File: config.mk
export PLATFORM = sky130hd
export DESIGN_NAME = command_frame_validator
export DESIGN_NICKNAME = d
export VERILOG_FILES = /design/src/rtl/cfv_pkg.sv /design/src/rtl/command_frame_validator.sv /design/src/rtl/cfv_frame_track.sv /design/src/rtl/cfv_judge.sv
export SDC_FILE = /design/constraint.sdc
export NUM_CORES = 1
export LEC_CHECK = 0
export BUFFER_PORTS_ARGS = -buffer_cell sky130_fd_sc_hd__buf_2
export CAP_MARGIN = 20
export CELL_PAD_IN_SITES_DETAIL_PLACEMENT = 0
export CELL_PAD_IN_SITES_GLOBAL_PLACEMENT = 2
export CORE_MARGIN = 2
export CORE_UTILIZATION = 40
export DETAILED_ROUTE_END_ITERATION = 6
export PLACE_DENSITY_LB_ADDON = 0.1
export SLEW_MARGIN = 40
export SYNTH_ARGS = -nofsm -noshare
export SYNTH_HDL_FRONTEND = slang
export SYNTH_SLANG_ARGS = --single-unit
File: constraint.sdc
create_clock -name aclk -period 7.2 [get_ports aclk]
set_input_delay 0.36 -clock aclk [delete_from_list [all_inputs] [get_ports aclk]]
set_output_delay 0.36 -clock aclk [all_outputs]
set_load 0.02 [all_outputs]
File: src/rtl/cfv_pkg.sv
// Shared types, command codes and frame constants for the command frame validator.
// No dependencies; imported by every module of the block.
package cfv_pkg;

    localparam int CHANNELS     = 4;
    localparam int POINT_MIN    = 2;
    localparam int POINT_MAX    = 8;
    localparam int BUFFER_BYTES = 80;

    localparam int COUNT_W   = 7;
    localparam int HEAD_N    = 4;
    localparam int HEAD_IW   = $clog2(HEAD_N);
    localparam int NEED_W    = 8;
    localparam int POINT_W   = 4;

    localparam logic [7:0] FRAME_HEADER = 8'h68;

    typedef enum logic [1:0] {
        OP_START = 2'd0,
        OP_DATA  = 2'd1,
        OP_END   = 2'd2
    } op_t;

    typedef enum logic [2:0] {
        ST_OK          = 3'd0,
        ST_BAD_HEADER  = 3'd1,
        ST_BAD_XOR     = 3'd2,
        ST_UNKNOWN_CMD = 3'd3,
        ST_BAD_LENGTH  = 3'd4
    } status_t;

    localparam logic [7:0] CMD_00 = 8'h00;
    localparam logic [7:0] CMD_02 = 8'h02;
    localparam logic [7:0] CMD_03 = 8'h03;
    localparam logic [7:0] CMD_04 = 8'h04;
    localparam logic [7:0] CMD_05 = 8'h05;
    localparam logic [7:0] CMD_06 = 8'h06;
    localparam logic [7:0] CMD_07 = 8'h07;
    localparam logic [7:0] CMD_08 = 8'h08;
    localparam logic [7:0] CMD_09 = 8'h09;
    localparam logic [7:0] CMD_0A = 8'h0A;
    localparam logic [7:0] CMD_0B = 8'h0B;
    localparam logic [7:0] CMD_0C = 8'h0C;
    localparam logic [7:0] CMD_0E = 8'h0E;
    localparam logic [7:0] CMD_0F = 8'h0F;
    localparam logic [7:0] CMD_10 = 8'h10;
    localparam logic [7:0] CMD_11 = 8'h11;

    // required frame lengths
    localparam logic [NEED_W-1:0] LEN_SHORT    = NEED_W'(3);
    localparam logic [NEED_W-1:0] LEN_BASIC    = NEED_W'(4);
    localparam logic [NEED_W-1:0] LEN_FIVE     = NEED_W'(5);
    localparam logic [NEED_W-1:0] LEN_PERIOD   = NEED_W'(9);
    localparam logic [NEED_W-1:0] LEN_TEN      = NEED_W'(10);
    localparam logic [NEED_W-1:0] LEN_CHANNEL  = NEED_W'(3 + 2 * CHANNELS);
    localparam logic [NEED_W-1:0] LEN_PRESET   = NEED_W'(2 * CHANNELS + 14);
    localparam logic [NEED_W-1:0] POINT_STRIDE = NEED_W'(2 + CHANNELS);
    localparam logic [NEED_W-1:0] POINT_EXTRA  = NEED_W'(4);

    typedef struct packed {
        logic [COUNT_W-1:0]       byte_count;
        logic [7:0]               running_xor;
        logic [HEAD_N-1:0][7:0]   head_bytes;
    } frame_state_t;

endpackage

File: src/rtl/command_frame_validator.sv
// Top level of the command frame validator: input register, frame tracker,
// checker and result register. Depends on cfv_pkg, cfv_frame_track, cfv_judge.
//
// Usage
//  - Input channel s_*: one item per event. s_operation 0 starts a frame,
//    1 carries s_data_byte, 2 ends the frame. Code 3 is dropped silently.
//  - Result channel m_*: one item per end-of-frame event only, carrying
//    status, command, both argument bytes and the counted length.
//  - cfg_we/cfg_wdata set the dynamic-command enable (reset 1); write only while idle.
//  - Path: an accepted end item goes through the input and result registers to m_*.
//  - Throughput: one item per cycle outside a stall. The input register feeds
//    the frame tracker and checker directly; the result register holds one result.
//  - Stall: while a result waits with m_ready low, start and data items
//    keep flowing; a further end item waits in the input register, and
//    s_ready drops only then.
//  - Reset (aresetn low, synchronous): count, XOR and head bytes clear,
//    both registers empty, the dynamic-command enable returns to one.
//  - Frames shorter than four bytes are judged with head bytes left over
//    from earlier frames, as start does not clear them.
module command_frame_validator (
    input  logic       aclk,
    input  logic       aresetn,
    input  logic       cfg_we,
    input  logic       cfg_wdata,
    input  logic       s_valid,
    output logic       s_ready,
    input  logic [1:0] s_operation,
    input  logic [7:0] s_data_byte,
    output logic       m_valid,
    input  logic       m_ready,
    output logic [2:0] m_status,
    output logic [7:0] m_command,
    output logic [7:0] m_arg_first,
    output logic [7:0] m_arg_second,
    output logic [6:0] m_frame_length
);
    import cfv_pkg::*;

    // configuration
    logic dyn_en_reg;

    // input stage
    logic       in_valid_reg;
    logic [1:0] op_reg;
    logic [7:0] byte_reg;
    logic       is_end;
    logic       advance;

    // result stage
    logic               out_valid_reg;
    status_t            status_reg;
    logic [7:0]         command_reg;
    logic [7:0]         arg_first_reg;
    logic [7:0]         arg_second_reg;
    logic [COUNT_W-1:0] length_reg;

    frame_state_t frame_state;
    status_t      judge_status;

    assign is_end  = (op_reg == OP_END);
    // only an end item needs the result slot
    assign advance = in_valid_reg && (!is_end || !out_valid_reg || m_ready);
    assign s_ready = !in_valid_reg || advance;

    always_ff @(posedge aclk) begin
        if (!aresetn) begin
            dyn_en_reg <= 1'b1;
        end else if (cfg_we) begin
            dyn_en_reg <= cfg_wdata;
        end
    end

    always_ff @(posedge aclk) begin
        if (!aresetn) begin
            in_valid_reg <= 1'b0;
        end else if (s_ready) begin
            in_valid_reg <= s_valid;
        end
    end

    always_ff @(posedge aclk) begin
        if (s_ready && s_valid) begin
            op_reg   <= s_operation;
            byte_reg <= s_data_byte;
        end
    end

    cfv_frame_track u_track (
        .aclk        (aclk),
        .aresetn     (aresetn),
        .step_en     (advance),
        .operation   (op_reg),
        .data_byte   (byte_reg),
        .frame_state (frame_state)
    );

    cfv_judge u_judge (
        .frame_state (frame_state),
        .dyn_cmd_en  (dyn_en_reg),
        .status      (judge_status)
    );

    always_ff @(posedge aclk) begin
        if (!aresetn) begin
            out_valid_reg <= 1'b0;
        end else if (advance && is_end) begin
            out_valid_reg <= 1'b1;
        end else if (m_ready) begin
            out_valid_reg <= 1'b0;
        end
    end

    // end events change no state, so the tracker output is the frame as ended
    always_ff @(posedge aclk) begin
        if (advance && is_end) begin
            status_reg     <= judge_status;
            command_reg    <= frame_state.head_bytes[1];
            arg_first_reg  <= frame_state.head_bytes[2];
            arg_second_reg <= frame_state.head_bytes[3];
            length_reg     <= frame_state.byte_count;
        end
    end

    assign m_valid        = out_valid_reg;
    assign m_status       = status_reg;
    assign m_command      = command_reg;
    assign m_arg_first    = arg_first_reg;
    assign m_arg_second   = arg_second_reg;
    assign m_frame_length = length_reg;

    // an end item leaving the input stage always yields a result
    a_end_gives_result: assert property (@(posedge aclk) disable iff (!aresetn)
        advance && is_end |=> out_valid_reg)
        else $error("end item produced no result");

    // the count never reaches the buffer size
    a_count_bound: assert property (@(posedge aclk) disable iff (!aresetn)
        frame_state.byte_count < COUNT_W'(BUFFER_BYTES))
        else $error("byte count beyond buffer");

    // back-pressure only ever comes from a blocked result slot
    a_stall_cause: assert property (@(posedge aclk) disable iff (!aresetn)
        !s_ready |-> (out_valid_reg && !m_ready && in_valid_reg && is_end))
        else $error("input stalled without a blocked result");

    // a waiting end item is taken the cycle the result slot frees
    a_stall_release: assert property (@(posedge aclk) disable iff (!aresetn)
        in_valid_reg && is_end && m_ready |-> advance)
        else $error("end item held with result slot free");

endmodule

File: src/rtl/cfv_frame_track.sv
// Frame tracking registers: byte count, running XOR and the four head bytes.
// Depends on cfv_pkg.
module cfv_frame_track (
    input  logic                  aclk,
    input  logic                  aresetn,
    input  logic                  step_en,
    input  logic [1:0]            operation,
    input  logic [7:0]            data_byte,
    output cfv_pkg::frame_state_t frame_state
);
    import cfv_pkg::*;

    frame_state_t state_reg;
    frame_state_t state_next;
    logic [COUNT_W-1:0] count_inc;

    assign count_inc = state_reg.byte_count + COUNT_W'(1);

    always_comb begin
        state_next = state_reg;
        if (step_en) begin
            unique case (operation)
                OP_START: begin
                    state_next.byte_count  = '0;
                    state_next.running_xor = '0;
                end
                OP_DATA: begin
                    if (state_reg.byte_count < COUNT_W'(HEAD_N)) begin
                        state_next.head_bytes[state_reg.byte_count[HEAD_IW-1:0]] = data_byte;
                    end
                    // wrap at the end of the buffer
                    if (count_inc >= COUNT_W'(BUFFER_BYTES)) begin
                        state_next.byte_count  = '0;
                        state_next.running_xor = '0;
                    end else begin
                        state_next.byte_count  = count_inc;
                        state_next.running_xor = state_reg.running_xor ^ data_byte;
                    end
                end
                default: ; // end of frame and the spare code leave state alone
            endcase
        end
    end

    always_ff @(posedge aclk) begin
        if (!aresetn) begin
            state_reg <= '0;
        end else begin
            state_reg <= state_next;
        end
    end

    assign frame_state = state_reg;

endmodule

File: src/rtl/cfv_judge.sv
// Combinational frame check: header, checksum, command and length.
// Depends on cfv_pkg.
module cfv_judge (
    input  cfv_pkg::frame_state_t frame_state,
    input  logic                  dyn_cmd_en,
    output cfv_pkg::status_t      status
);
    import cfv_pkg::*;

    logic [7:0]        cmd;
    logic [7:0]        points;
    logic [NEED_W-1:0] len;
    logic [NEED_W-1:0] need;
    logic [NEED_W-1:0] point_need;
    logic              known;
    logic              points_ok;

    assign cmd        = frame_state.head_bytes[1];
    assign points     = frame_state.head_bytes[2];
    assign len        = NEED_W'(frame_state.byte_count);
    assign points_ok  = (points >= 8'(POINT_MIN)) && (points <= 8'(POINT_MAX));
    assign point_need = NEED_W'(points[POINT_W-1:0]) * POINT_STRIDE + POINT_EXTRA;

    always_comb begin
        known = 1'b1;
        need  = LEN_BASIC;
        unique case (cmd)
            CMD_02, CMD_03, CMD_06: need = LEN_BASIC;
            CMD_0A: begin
                known = dyn_cmd_en;
                need  = LEN_BASIC;
            end
            CMD_11: begin
                known = dyn_cmd_en;
                need  = LEN_PERIOD;
            end
            CMD_05, CMD_0C, CMD_0F: need = LEN_SHORT;
            CMD_04, CMD_0B:         need = LEN_CHANNEL;
            CMD_07:                 need = LEN_PRESET;
            CMD_08, CMD_09, CMD_00: need = LEN_FIVE;
            CMD_0E:                 need = LEN_TEN;
            CMD_10:                 need = point_need;
            default:                known = 1'b0;
        endcase
    end

    always_comb begin
        priority if (frame_state.head_bytes[0] != FRAME_HEADER) begin
            status = ST_BAD_HEADER;
        end else if (frame_state.running_xor != 8'h00) begin
            status = ST_BAD_XOR;
        end else if (!known) begin
            status = ST_UNKNOWN_CMD;
        end else if (cmd == CMD_10 && !points_ok) begin
            status = ST_BAD_LENGTH;
        end else if (len != need) begin
            status = ST_BAD_LENGTH;
        end else begin
            status = ST_OK;
        end
    end

endmodule

Yosys cells after proc, flatten, opt, wreduce, memory -nomap -nowiden --
Cells that the tools add are included.
Operators by class: equal/unequal tests 19, reductions and logical operators 26, $lt $le $gt $ge 6, bitwise logic cells 2, multiply operators 1, muxes and demuxes 13, add/subtract/negate cells 2
Operators by type and width (count):
- 8-bit by 4-bit equality test with 1-bit output (second input constant) | 7
- 8-bit one-hot mux with 7 select lines | 1
- 32-bit bitwise mux | 1
- 8-bit by 3-bit equality test with 1-bit output (second input constant) | 4
- 15-bit one-hot mux with 2 select lines | 1
- 8-bit demux with 2-bit select | 1
- 8-bit by 2-bit equality test with 1-bit output (second input constant) | 2
- 8-bit by 5-bit equality test with 1-bit output (second input constant) | 2
- 15-bit two-way mux | 1
- 14-bit OR reduction | 1
- 3-bit OR reduction | 3
- 7-bit by 3-bit adder with 8-bit output (second input constant) | 1
- 8-bit by 2-bit greater-or-equal comparator with 1-bit output (second input constant) | 1
- 8-bit by 4-bit <= comparator with 1-bit output (second input constant) | 1
- 8-bit logical NOT | 1
- 8-bit two-way mux | 1
- 7-bit by 8-bit inequality test with 1-bit output | 1
- 8-bit by 7-bit inequality test with 1-bit output (second input constant) | 1
- 8-bit nonzero test | 1
- 8-bit XOR | 1
- 7-bit by 1-bit adder with 7-bit output (second input constant) | 1
- 7-bit greater-or-equal comparator (second input constant) | 1
- 7-bit by 3-bit < comparator with 1-bit output (second input constant) | 1
- 1-bit logical AND | 6
- other kinds (17) | 27
Storage, ports and cells: input bits 16, logic and storage cells 86, bits in registers 94

Logic depth before layout (Yosys ltp) --
Gate-level depths: netlist (run 1).
depth in word-level cells 8, gate-level depth with buffers 11, mapped depth without buffers 11

Hierarchy --
A second synthesis (run 1) with hierarchy kept.
Second synthesis, totals: cells, all modules 409, area total of the unflattened synthesis 4767.1 um^2
Modules (own cells, without submodules):
- cfv_frame_track | seq. area each 940.9 um^2, instances 1, cells each 229, area an instance 2411.1 um^2
- command_frame_validator | seq. area each 1381.3 um^2, instances 1, cells each 60, area an instance 1466.4 um^2
- cfv_judge | seq. area each 0.0 um^2, instances 1, cells each 120, area an instance 889.6 um^2

Least setup slack after synthesis (run 1) --
Ideal clock, no wire load.
kind register to register, start point register u_track.state_reg, in the netlist u_track.frame_state[17], end point register status_reg[2] (netlist: m_status[2]), data pin, buffers on the path 0, slack 4444 ps, clock period less this slack 2756 ps, cell stages (with the launch flop) 12, data arrival time 2484 ps, cell sequence dfxtp_1 > ha_1 > inv_1 > fa_1 > inv_1 > ha_1 > nand3_1 > o21ai_0 > a2bb2o_1 > mux2_2 > a2111oi_2 > a31oi_1
Between the ends: word-level cells in the longest chain between the ends 6, elaborated cells on any way between the ends 11
Ends and longest elaborated chain:
- start, declared | RTL line cfv_frame_track.sv:13 | frame_state_t state_reg;
- start signal, assigned | RTL line cfv_frame_track.sv:49 | state_reg <= state_next;
- 4-bit by 2-bit multiplier with 6-bit output | RTL line cfv_judge.sv:22 | assign point_need = NEED_W'(points[POINT_W-1:0]) * POINT_STRIDE + POINT_EXTRA;
- 7-bit by 3-bit adder with 8-bit output | RTL line cfv_judge.sv:22
- 8-bit one-hot mux with 7 select lines | RTL line cfv_judge.sv:27 | unique case (cmd)
- 7-bit by 8-bit inequality test with 1-bit output | RTL line cfv_judge.sv:56 | end else if (len != need) begin
- 3-bit two-way mux | RTL line cfv_judge.sv:56
- 3-bit two-way mux (*) | RTL line cfv_judge.sv:54 | end else if (cmd == CMD_10 && !points_ok) begin
- end signal, assigned | RTL line command_frame_validator.sv:116 | status_reg <= judge_status;
- end, declared | RTL line command_frame_validator.sv:51 | status_t status_reg;
Mark *: on every way between the ends. The rest lies on a longest branch, timed or not. A chain may end at the register's enable or synchronous reset.

Worst setup path in the final report (run 1) --
Same ends and word-level chain as after synthesis.

==> results of run 1 <==
layout by cell type, fill, tap and decap left out, types with 4 or more instances in the layout:
cell,instances
xor2_1,11
a21oi_1,6
nor3b_1,4
inv_1,13
ha_1,13
nor3_1,8
nor2b_1,9
nand2b_1,6
buf_2,51
o21ai_0,9
clkbuf_8,9
a21boi_1,37
nand2_1,90
dfxtp_1,50
nor4_1,5
nand4_1,5
o211ai_1,4
nor2_1,15
and2_1,6
nand3_1,9
xnor2_1,5
or3_1,7
edfxtp_1,44
power breakdown:
group | switching, W | leakage [nW] | internal (W)
sequential | 0.0000108 | 0.819 | 0.000566
combinational | 0.0000231 | 0.842 | 0.0000163
clock | 0.000194 | 0.0948 | 0.000164
through the flow:
step / instances / setup WS (ns) / util [%] / hold slack (ns) / area, µm²
4_1_cts: 625 / 4.19 / 46.1 / 0.147 / 5000
3_3_place_gp: 608 / 4.30 / 44.2 / 0.418 / 4790
5_1_grt: 625 / 3.97 / 46.1 / 0.140 / 5000
6_report: 625 / 4.21 / 46.1 / 0.168 / 5000
3_5_place_dp: 609 / 4.21 / 44.3 / 0.417 / 4800
2_1_floorplan: 441 / 4.44 / - / 0.403 / 4460
path summary, 6_finish.rpt:
| path | to | slack (ns) | cells after the start |
|---|---|---|---|
| worst max-delay path | m_status[2] | 4.21 | 11 |
| worst min-delay path | byte_reg[4] | 0.17 | 1 |
| worst max register to register | m_status[2] | 4.21 | 11 |
| worst min register to register | m_arg_second[5] | 0.44 | 0 |
per-layer routing:
layer,vias to the layer above,global-route usage (%)
met2,55,28.3
met5,-,0
met3,10,3.20
met4,0,6.06
li1,1641,-
met1,1543,26.0
synthesized netlist by cell type (6+ instances only):
master / number
nor2b_1: 11
inv_1: 13
and2_1: 6
or3_1: 7
dfxtp_1: 50
nor2_1: 15
clkbuf_1: 11
xor2_1: 11
ha_1: 13
nand2_1: 90
a21boi_1: 37
nand2b_1: 6
edfxtp_1: 44
a21oi_1: 6
nor3_1: 8
nand3_1: 9
buf_2: 12
o21ai_0: 9
area by class of cell:
type	instances	area (µm²)
fill	1063	5840
sequential	94	2320
multi-input combinational	308	1980
timing repair buffer	52	270
tap	140	175
clock buffer	10	128
clock inverter	6	70.1
inverter	15	56.3
kinds of logic after synthesis:
logic type / Yosys count
and+or+nand+nor: 178
AOI/OAI and AO/OA: 94
DFF: 94
buffers and inverters: 39
xor gates and xnor gates: 16
adders and majority gates: 14
muxes: 6
==> impl_results.rst, run 1 <==
.. list-table::
   :header-rows: 1

   * - Metric
     - Value
   * - Gp weighted congestion
     - 0.846
   * - TritonCTS Buffers
     - 9
   * - First-pass GRT wire length
     - 16,400 µm
   * - Number of DRC markers after the initial detailed-route iteration
     - 153
   * - Number of nets in the final layout
     - 510
   * - CTS tree
     - built
   * - I/O pin count
     - 52
   * - Reg-to-Reg Start
     - u_track.frame_state[17]
   * - Count of buffering cells on the critical path with inverters included
     - 2
   * - Portion of the clock cycle consumed by the worst path in the final layout
     - 41.5%
   * - Post-CTS setup buffer count
     - 0
   * - Cell type of the slowest stage on the worst timing path
     - fa_1
   * - Category of the worst setup path launch point
     - flip-flop
   * - Area growth from synthesis to layout
     - 12.2%
   * - Cell at the root of the clock tree
     - clkbuf_8
   * - Total count of hold-check failures in the final report
     - 0
   * - Compound-cell area share of the yosys netlist
     - 15.8%
   * - Synthesis-stage register bit count
     - 94
   * - Vias per cell
     - 5.20
   * - Post_cts resized
     - 0
   * - Final setup violating endpoints
     - 0
   * - Yosys top cell area share
     - 29.6%
   * - Antenna violations before repair
     - 0
   * - Leading register cell type out of synthesis
     - dfxtp_1
   * - Final clock skew
     - 0.00573 ns
   * - Crit path max fanout
     - 7
   * - Remaining global-route overflow
     - 0
   * - Routed wire length on met3
     - 332 µm
   * - Cell area after synthesis
     - 4460 µm²
   * - Final Max Slew Viols
     - 0
   * - CP Capture Type
     - flip-flop
   * - Total power
     - 0.000975 W
   * - Pre-Repair DR Iteration Count
     - 4
   * - Worst min path class
     - in2reg
   * - Xor/xnor share of the synthesized area
     - 3.14%
   * - Area fraction in and, or, nand and nor cells after synthesis
     - 19.7%
   * - Worst relative slew slack
     - 52.8%
   * - Clock slew at reported path FFs
     - 0.10 ns
   * - Portion of netlist area occupied by mux cells
     - 1.43%
   * - Post-route met1 wirelength
     - 5030 µm
   * - Adder-Cell Fraction of Synth Area
     - 4.10%
   * - Largest net degree at the start of global routing
     - 44
   * - Num rows
     - 38
   * - Detail Placement HPWL
     - 6970 µm
   * - Total number of yosys warnings
     - 0
   * - Top achievable clock speed
     - 0.335 GHz
   * - Top Metal Used
     - met4
   * - Met2 routed wirelength
     - 4620 µm
   * - Transition time at the pin with the least slew margin
     - 0.708 ns
   * - X dimension of the die
     - 110 µm
   * - Post-synthesis instance total
     - 441
   * - Core Region
     - 10,800 µm²
   * - Layout cells sized above 1
     - 17.1%
   * - Post-Syn Area per Cell
     - 10.1 µm²
   * - Detail Route Antenna Nets
     - 0
   * - Number of global-route vias before repair
     - 3,083
   * - Later-pin clock latency in the skew report
     - 0.36 ns
   * - Number of flip-flops under the largest register name
     - 47
   * - Quantity of hold-fixing buffers added after cts
     - 0
   * - Worst setup path start
     - u_track.frame_state[17]
   * - Proportion of synthesized chip area in sequential cells
     - 52.1%
   * - H-tree Lvls
     - 3
   * - Number of distinct library cells after synthesis
     - 62
   * - Total routed wirelength
     - 10,100 µm
   * - Number of enable flip-flop cells after synthesis
     - 44
   * - Effective utilization at floorplan
     - 41.1%
   * - Largest area contributor in the netlist
     - edfxtp_1
   * - Classification of the worst setup path
     - reg2reg
   * - Static leakage
     - 1.76 nW
   * - Total clock sinks
     - 94
   * - Setup TNS after final layout
     - 0 ns
   * - Power density relative to cell area
     - 195 nW/µm²
   * - Launch point of the worst hold path
     - s_data_byte[4]
   * - Die Ht
     - 110 µm
   * - Most area-consuming cells after synthesis
     - edfxtp_1, dfxtp_1, nand2_1
   * - Clock period minus worst slack
     - 2.99 ns
   * - Worst IR Drop VDD
     - 0.134 mV
   * - Maximum count of clock buffers along a single path
     - 2
   * - Total global routing track utilization
     - 18.3%
   * - Post-detailed-route wirelength per cell
     - 16.1 µm
   * - Run status
     - complete, no violations
   * - Post-synthesis async set-or-reset flop share
     - 0%
   * - Setup repair after global routing missed its margin
     - false
   * - Antenna cell count
     - 0
   * - Synthesized Nets
     - 471
   * - Largest family of logic cells by synthesized area
     - simple AND/OR/NAND/NOR gates
   * - DRC viols
     - 0
   * - DIE AREA
     - 12,000 µm²
   * - Overall via count from detail_route
     - 3,249
   * - Data arrival time of the worst path
     - 3.09 ns
   * - Cell chain of the critical path
     - ha_1 -> inv_1 -> fa_1 -> inv_1 -> ha_1 -> nand3_1 -> o21ai_0 -> a2bb2o_1 -> mux2_2 -> a2111oi_2 -> a31oi_1
   * - Buffers on Ports
     - 51
   * - Worst path required time
     - 7.30 ns
   * - Max-cap violation count
     - 0
   * - Worst stage delay on the critical path
     - 0.50 ns
   * - Top cell family by delay on the critical path
     - adder cells
(Power assumes the default switching activity.)
==> inputs of run 2 (changes only) <==
- CORE_UTILIZATION: 40 -> 34
- clock period: 7.2 -> 2.72 ns (I/O delays scaled with it)
==> impl_results.rst, run 2 (same netlist as run 1, synthesis figures left out) <==
.. list-table::
   :header-rows: 1

   * - Metric
     - Value
   * - Run status
     - complete, no violations (unchanged)
   * - Clock period minus worst slack
     - 2.63 ns (was 2.99 ns)
   * - Cell at the root of the clock tree
     - clkbuf_16 (was clkbuf_8)
   * - Portion of the clock cycle consumed by the worst path in the final layout
     - 96.5% (was 41.5%)
   * - Later-pin clock latency in the skew report
     - 0.35 ns (was 0.36 ns)
   * - Data arrival time of the worst path
     - 2.72 ns (was 3.09 ns)
   * - CP Capture Type
     - flip-flop (unchanged)
   * - Antenna cell count
     - 0 (unchanged)
   * - Total routed wirelength
     - 11,000 µm (was 10,100 µm)
   * - Die Ht
     - 119 µm (was 110 µm)
   * - Cell chain of the critical path
     - ha_4 -> inv_1 -> fa_1 -> inv_2 -> ha_4 -> nand2_1 -> a21oi_2 -> a2bb2o_4 -> mux2_4 -> a2111oi_4 -> a31oi_1 (was ha_1 -> inv_1 -> fa_1 -> inv_1 -> ha_1 -> nand3_1 -> o21ai_0 -> a2bb2o_1 -> mux2_2 -> a2111oi_2 -> a31oi_1)
   * - Final setup violating endpoints
     - 0 (unchanged)
   * - Final clock skew
     - 0.0105 ns (was 0.00573 ns)
   * - Antenna violations before repair
     - 0 (unchanged)
   * - Power density relative to cell area
     - 540 nW/µm² (was 195 nW/µm²)
   * - Category of the worst setup path launch point
     - flip-flop (unchanged)
   * - Maximum count of clock buffers along a single path
     - 2 (unchanged)
   * - Worst stage delay on the critical path
     - 0.47 ns (was 0.50 ns)
   * - Final Worst Setup Slack
     - 0.0947 ns (was 4.21 ns)
   * - Final Max Slew Viols
     - 0 (unchanged)
   * - Total count of hold-check failures in the final report
     - 0 (unchanged)
   * - Worst min path class
     - in2reg (unchanged)
   * - Cell type of the slowest stage on the worst timing path
     - fa_1 (unchanged)
   * - Total power
     - 0.00295 W (was 0.000975 W)
   * - Detail Route Antenna Nets
     - 0 (unchanged)
   * - Max-cap violation count
     - 0 (unchanged)
   * - Worst relative slew slack
     - 52.0% (was 52.8%)
   * - X dimension of the die
     - 119 µm (was 110 µm)
   * - H-tree Lvls
     - 3 (unchanged)
   * - TritonCTS Buffers
     - 9 (unchanged)
   * - Number of nets in the final layout
     - 541 (was 510)
   * - Top cell family by delay on the critical path
     - adder cells (unchanged)
   * - First-pass GRT wire length
     - 17,500 µm (was 16,400 µm)
   * - I/O pin count
     - 52 (unchanged)
   * - Setup slack after placement
     - -0.0797 ns (was 4.21 ns)
   * - Setup TNS after final layout
     - 0 ns (unchanged)
   * - DRC viols
     - 0 (unchanged)
   * - Buffers on Ports
     - 51 (unchanged)
   * - Gp weighted congestion
     - 0.863 (was 0.846)
   * - Number of global-route vias before repair
     - 3,347 (was 3,083)
   * - Vias per cell
     - 4.96 (was 5.20)
   * - DIE AREA
     - 14,000 µm² (was 12,000 µm²)
   * - Total clock sinks
     - 94 (unchanged)
   * - Total global routing track utilization
     - 16.3% (was 18.3%)
   * - Number of DRC markers after the initial detailed-route iteration
     - 192 (was 153)
   * - Worst path required time
     - 2.82 ns (was 7.30 ns)
   * - Clock slew at reported path FFs
     - 0.07 ns (was 0.10 ns)
   * - Remaining global-route overflow
     - 0 (unchanged)
   * - Largest net degree at the start of global routing
     - 44 (unchanged)
   * - Detail Placement HPWL
     - 7430 µm (was 6970 µm)
   * - Crit path max fanout
     - 4 (was 7)
   * - Most common cell after layout, fill and taps aside
     - nand2_1 (unchanged)
   * - Core Region
     - 12,700 µm² (was 10,800 µm²)
   * - Post-detailed-route wirelength per cell
     - 15.9 µm (was 16.1 µm)
   * - Classification of the worst setup path
     - reg2reg (unchanged)
   * - Pre-Repair DR Iteration Count
     - 4 (unchanged)
   * - Effective utilization at floorplan
     - 35.0% (was 41.1%)
   * - Layout cells sized above 1
     - 21.5% (was 17.1%)
   * - Cell repeated most along the worst path
     - ha_4
   * - Area growth from synthesis to layout
     - 22.6% (was 12.2%)
   * - Count of buffering cells on the critical path with inverters included
     - 2 (unchanged)
   * - Number of flip-flops under the largest register name
     - 47 (unchanged)
   * - Num rows
     - 41 (was 38)
   * - Overall via count from detail_route
     - 3,412 (was 3,249)
   * - Top achievable clock speed
     - 0.381 GHz (was 0.335 GHz)
   * - Transition time at the pin with the least slew margin
     - 0.720 ns (was 0.708 ns)
   * - Commonest cells after routing, fill and taps aside
     - nand2_1, buf_2, dfxtp_1 (unchanged)
   * - CTS tree
     - built (unchanged)
   * - Worst IR Drop VDD
     - 0.292 mV (was 0.134 mV)
   * - Static leakage
     - 1.94 nW (was 1.76 nW)
-- run 2: changes by cell type in the layout (fill, tap and decap cells not counted), moves of 9 or more --
| cell | before | now |
|---|---|---|
| buf_4 | 0 | 20 |
| dlygate4sd3_1 | 0 | 12 |
| clkbuf_16 | 0 | 9 |
| clkbuf_8 | 9 | 0 |
-- run 2: path summary, 6_finish.rpt --
kind                                start              end  slack (ns)  cells after the start
hold / removal                     cfg_we       dyn_en_reg        0.02                      3
hold reg to reg   u_track.frame_state[29]  m_arg_second[5]        0.43                      0
setup reg to reg  u_track.frame_state[17]      m_status[2]        0.09                     11
setup / recovery  u_track.frame_state[17]      m_status[2]        0.09                     11
-- run 2: stage by stage --
step	std cells	area, µm²	utilization (%)	hold WS (ns)
3_5_place_dp	659	4970	39.1	0.314
5_1_grt	688	5470	43.0	0.0260
3_3_place_gp	659	4970	39.1	0.313
4_1_cts	688	5410	42.5	0.00882
2_1_floorplan	441	4460	-	0.235
6_report	688	5470	43.0	0.0202
-- run 2: cell type report --
class                   instances  area [µm²]
fillers                      1286        7250
flip-flops and latches         94        2320
multi-input cells             308        2040
repair buffers                 83         526
clock buffers                   9         225
well taps                     172         215
clock inverters                 7        81.3
inverters                      15        56.3
-- run 2: worst register-to-register path, stage by stage, from the launching register on --
cell and delay (ns):
dfxtp_2 0.36, ha_4 0.14, inv_1 0.05, fa_1 0.47, inv_2 0.10, ha_4 0.14, nand2_1 0.07, a21oi_2 0.13
a2bb2o_4 0.23, mux2_4 0.31, a2111oi_4 0.28, a31oi_1 0.11
-- run 2: power by group --
part	internal (W)	switching, W	total [W]
Sequential	0.00150	0.0000255	0.00153
Combinational	0.0000583	0.0000693	0.000128
Clock	0.000724	0.000575	0.00130
Total	0.00228	0.000670	0.00295
-- run 2: layer usage --
| metal | GRT usage (%) | part of all wire [%] | wire length, µm | up-vias |
|---|---|---|---|---|
| met5 | 0 | 0 | 0 | - |
| met4 | 8.11 | 2.7 | 292 | 0 |
| met3 | 2.65 | 2.8 | 306 | 18 |
| met2 | 25.9 | 47 | 5140 | 77 |
| met1 | 21.5 | 48 | 5220 | 1610 |
| li1 | - | - | - | 1707 |
-- run 2: timing repair --
item,in CTS,in global routing
setup endpoints to repair,1,1
pin swaps,3,3
gates resized for setup,4,11
buffers inserted,1,0
endpoints found under the hold margin,12,0
hold buffers,12,0
